[src/hw/rtl/salc_pkg.sv]
// Shared types and constants for the set-associative LRU cache tag core
`timescale 1ns / 1ps
`default_nettype none
package salc_pkg;
    localparam int MAX_SET_BITS = 6;
    localparam int MAX_WAYS = 8;
    localparam int ADDR_WIDTH = 64;
    localparam int NUM_SETS = 1 << MAX_SET_BITS;
    localparam int WAY_W = $clog2(MAX_WAYS);
    localparam int FILL_W = $clog2(MAX_WAYS + 1);
    localparam int SET_W = MAX_SET_BITS;
    localparam int TAG_W = ADDR_WIDTH;
    localparam int CNT_W = 32;

    localparam logic [1:0] CMD_LOAD = 2'd0;
    localparam logic [1:0] CMD_STORE = 2'd1;
    localparam logic [1:0] CMD_MODIFY = 2'd2;
    localparam logic [1:0] CMD_IFETCH = 2'd3;

    localparam logic [1:0] REG_SET_BITS = 2'd0;
    localparam logic [1:0] REG_BLOCK_BITS = 2'd1;
    localparam logic [1:0] REG_WAYS = 2'd2;

    typedef enum logic [1:0] {
        ST_IDLE,
        ST_READ,
        ST_UPDATE
    } state_t;

    typedef struct packed {
        logic load;
        logic read;
        logic update;
        logic last;
    } ctl_t;

    typedef struct packed {
        logic modify;
        logic skip;
    } sts_t;
endpackage
`default_nettype wire

[src/hw/rtl/salc_ctrl.sv]
// Sequencer that runs each access as a read and update pair; a modify repeats the pair
`timescale 1ns / 1ps
`default_nettype none
module salc_ctrl (
    input  wire logic            clk,
    input  wire logic            rst_n,
    input  wire logic            start,
    input  wire salc_pkg::sts_t  sts,
    output salc_pkg::ctl_t       ctl,
    output logic                 busy
);
    salc_pkg::state_t state_reg, state_next;
    logic second_reg, second_next;

    always_ff @(posedge clk or negedge rst_n)
    begin
        if (!rst_n)
        begin
            state_reg <= salc_pkg::ST_IDLE;
            second_reg <= 1'b0;
        end
        else
        begin
            state_reg <= state_next;
            second_reg <= second_next;
        end
    end

    always_comb
    begin
        state_next = state_reg;
        second_next = second_reg;
        unique case (state_reg)
            salc_pkg::ST_IDLE:
            begin
                second_next = 1'b0;
                if (start && !sts.skip)
                    state_next = salc_pkg::ST_READ;
            end
            salc_pkg::ST_READ:
                state_next = salc_pkg::ST_UPDATE;
            salc_pkg::ST_UPDATE:
            begin
                if (sts.modify && !second_reg)
                begin
                    second_next = 1'b1;
                    state_next = salc_pkg::ST_READ;
                end
                else
                    state_next = salc_pkg::ST_IDLE;
            end
            default:
                state_next = salc_pkg::ST_IDLE;
        endcase
    end

    always_comb
    begin
        ctl = '0;
        busy = 1'b1;
        unique case (state_reg)
            salc_pkg::ST_IDLE:
            begin
                busy = 1'b0;
                ctl.load = start;
            end
            salc_pkg::ST_READ:
                ctl.read = 1'b1;
            salc_pkg::ST_UPDATE:
            begin
                ctl.update = 1'b1;
                ctl.last = !sts.modify || second_reg;
            end
            default:
                busy = 1'b0;
        endcase
    end
endmodule
`default_nettype wire

[config.mk]
export PLATFORM = sky130hd
export DESIGN_NAME = salc_ctrl
export DESIGN_NICKNAME = d
export VERILOG_FILES = /design/src/hw/rtl/salc_pkg.sv /design/src/hw/rtl/salc_ctrl.sv
export SDC_FILE = /design/constraint.sdc
export NUM_CORES = 1
export LEC_CHECK = 0
export ABC_CLOCK_PERIOD_IN_PS = 2300
export BUFFER_PORTS_ARGS = -buffer_cell sky130_fd_sc_hd__buf_2
export CORE_AREA = 2 2 39 41
export CTS_CLUSTER_DIAMETER = 80
export DETAILED_ROUTE_END_ITERATION = 8
export DIE_AREA = 0 0 41 43
export GPL_TIMING_DRIVEN = 0
export PLACE_DENSITY_LB_ADDON = 0.12
export SLEW_MARGIN = 20
export SYNTH_ARGS = -nofsm -noshare
export SYNTH_HDL_FRONTEND = slang
export SYNTH_SLANG_ARGS = --single-unit
export TNS_END_PERCENT = 50
[constraint.sdc]
create_clock -name clk -period 2.3 [get_ports clk]
set_input_delay 0.345 -clock clk [delete_from_list [all_inputs] [get_ports clk]]
set_output_delay 0.345 -clock clk [all_outputs]
set_load 0.01 [all_outputs]
==> impl_metrics.py <==
metrics = {
    "die": {
        "die_height_um": 43,
        "core_area_sq_um": 1380,
        "start_util": 0.175,
        "boundaryPins": 10,
        "die_area_sq_um": 1760,
        "rows": 14,
        "fp.dieW_um": 41,
    },
    "detailed_routing": {
        "drc": 0,
        "vias_per_cell": 3.76,
        "dr.pass1.iters": 3,
        "final_antenna_net_count": 0,
        "drtIter0Drc": 2,
        "finalWirelength_um": 478,
        "vias": 203,
        "wl_per_cell_um": 8.85,
    },
    "timing": {
        "slew-limit-headroom": 0.855,
        "fin_setup_tns_ns": 0,
        "max_freq_ghz": 0.613,
        "setup_violations": 0,
        "fin_crit_ns": 1.63,
        "hold_violations": 0,
        "rsz0062_at_grt": "false",
        "fin_worst_skew_ns": 0.00432,
        "period_share": 0.709,
        "tightest_slew_ns": 0.215,
        "slew_violations": 0,
        "holdWs_ns": 0.431,
    },
    "outcome": {
        "status": "finished clean",
    },
    "cts": {
        "numClockSinks": 3,
        "htreeDepth": 1,
        "cts.clk_slew.worst_paths_ns": 0.03,
        "cts_tree": "yes",
        "cts_buffer_depth": 2,
        "root_buffer": "clkbuf_4",
        "clock_latency_ns": 0.23,
        "cts_resized": 0,
        "cts_buffers": 3,
    },
    "setup_path": {
        "cp_slowest_cell": "dfrtp_1",
        "cp_cell_sequence": "inv_1 -> ha_1 -> inv_1 -> a21oi_1 -> buf_2",
        "crit_fanout": 4,
        "cp-start-kind": "flip-flop",
        "worstPathBufferInverterCount": 3,
        "endpoint_kind": "output pin",
        "crit_top_cell": "inv_1",
        "path_class": "flip-flop to output pin",
        "critical_path.max_stage_delay_ns": 0.39,
        "path_delay_family": "flip-flops",
        "crit_arrival_ns": 1.29,
        "required_ns": 1.96,
    },
    "global_route": {
        "grt_max_degree": 5,
        "grt_first_pass_wirelength_um": 807,
        "grt_overflow": 0,
        "antenna_found_initial": 0,
        "grt_use_total": 0.0673,
        "grt_pass1_vias": 201,
    },
    "flow_run": {
        "cap_violations": 0,
    },
    "logic_synthesis": {
        "synth_seq_cells": 3,
        "ys_seq_area_frac": 0.311,
        "synth_compound_area_frac": 0.166,
        "muxShareOfSynthArea": 0.0622,
        "syn_area_sq_um": 241,
        "synth_warnings": 0,
        "synthXorXnorAreaFrac": 0,
        "synthAdderAreaFrac": 0.207,
        "yosys.area_share.simple": 0.114,
        "synth.distinct_cells": 12,
        "syn_avg_cell_area_sq_um": 10.1,
        "synth_top_family_by_area": "adder cells",
        "syn_nets": 33,
        "syn_inst": 24,
    },
    "hold_path": {
        "holdCritPathClass": "input port to flip-flop",
    },
    "final_layout": {
        "antenna_cells": 0,
        "multi_input_area_sq_um": 133,
        "final_common_cell": "buf_2",
        "final_util": 0.248,
        "final_cell_mix": "buf_2, inv_1, ha_1",
        "fin_area_sq_um": 343,
        "final_cells": 54,
        "largest_reg_flops": 2,
        "seq_area_sq_um": 75.1,
        "drive_gt1_frac": 0.474,
        "num-fill-cells": 159,
        "fin_nets": 48,
        "syn_to_final_growth_pct": 42.0,
    },
    "power_and_ir_drop": {
        "pwr-share-clk": 0.238,
        "sw_frac_of_total": 0.382,
        "p_int_w": 0.000232,
        "p_comb_frac": 0.528,
        "power_leakage_nw": 0.185,
        "ir_drop_mv": 0.229,
        "power_frac_seq": 0.234,
        "power_density_nw_per_um2": 1100,
        "switching_power_w": 0.000143,
    },
    "place": {
        "port_buffers": 9,
        "routabilityCongestion": 0.652,
        "dpl_cell_area_sq_um": 307,
        "hpwl_um": 400,
        "dp_cells": 49,
    },
}
per-stage QoR:
step	worst slack, ns	power [W]
4_1_cts	0.668	0.000381
3_5_place_dp	0.912	0.000287
3_3_place_gp	0.928	0.000287
5_1_grt	0.596	0.000414
2_1_floorplan	1.03	0.000227
6_report	0.670	0.000376
worst paths after layout:
| kind | startpoint | to | slack, ns | cells after the start |
|---|---|---|---|---|
| min reg2reg | second_reg | second_reg | 0.57 | 2 |
| min | sts[1] | state_reg[0] | 0.43 | 3 |
| min in group asynchronous | rst_n | second_reg | 0.44 | 2 |
| max | state_reg[0] | ctl[0] | 0.67 | 5 |
| max in group asynchronous | rst_n | state_reg[0] | 1.75 | 2 |
| max reg2reg | state_reg[0] | state_reg[1] | 1.08 | 5 |
layout make-up:
type	instances	share of cell area
Multi-Input combinational cell	14	0.387
Sequential cell	3	0.219
Timing Repair Buffer	10	0.161
Clock buffer	4	0.0766
Tap cell	16	0.0584
Inverter	5	0.0547
Buffer	2	0.0438
worst min-delay path, stage by stage:
cell and delay [ns]:
buf_2 0.11, nand4_1 0.08, o22ai_2 0.07
metal layers:
metal	track usage	routed length [um]	vias up
met4	0.0200	0	0
met2	0.103	231	4
met3	0.0314	12	0
li1	-	-	105
met5	0	0	-
met1	0.0806	233	94
cell usage after synthesis (all sizes together):
cell,instances,area [sq um]
o21ai,1,5.00
nor2b,1,13.8
a21oi,3,15.0
mux2,1,15.0
o22ai,1,12.5
buf,2,15.0
nand4,1,6.26
dfrtp,3,75.1
ha,4,50.1
and2,1,7.51
inv,5,18.8
o31ai,1,7.51
cell families (layout without fill, tap and decap cells):
group,count (synthesis),in the layout
buffers and inverters,7,21
AO/OA/AOI/OAI,6,6
adder cells (fa/ha/maj),4,4
flip-flops,3,3
AND/OR/NAND/NOR,3,3
multiplexers,1,1
power by group through the flow:
stage / clock, W / sequential (W) / combinational (W)
global route: 0.0000962 / 0.0000916 / 0.000227
finish: 0.0000895 / 0.0000879 / 0.000198
CTS: 0.0000923 / 0.0000885 / 0.000200
floorplan: 0 / 0.0000838 / 0.000143
global placement: 0 / 0.0000906 / 0.000196
detailed placement: 0 / 0.0000893 / 0.000198
timing repair:
| action | 4_1_cts | 5_1_grt |
|---|---|---|
| buffers inserted | 0 | 0 |
| hold buffers | 1 | 0 |
| hold endpoints to repair | 3 | 0 |
Power figures use the tool's default switching activity.
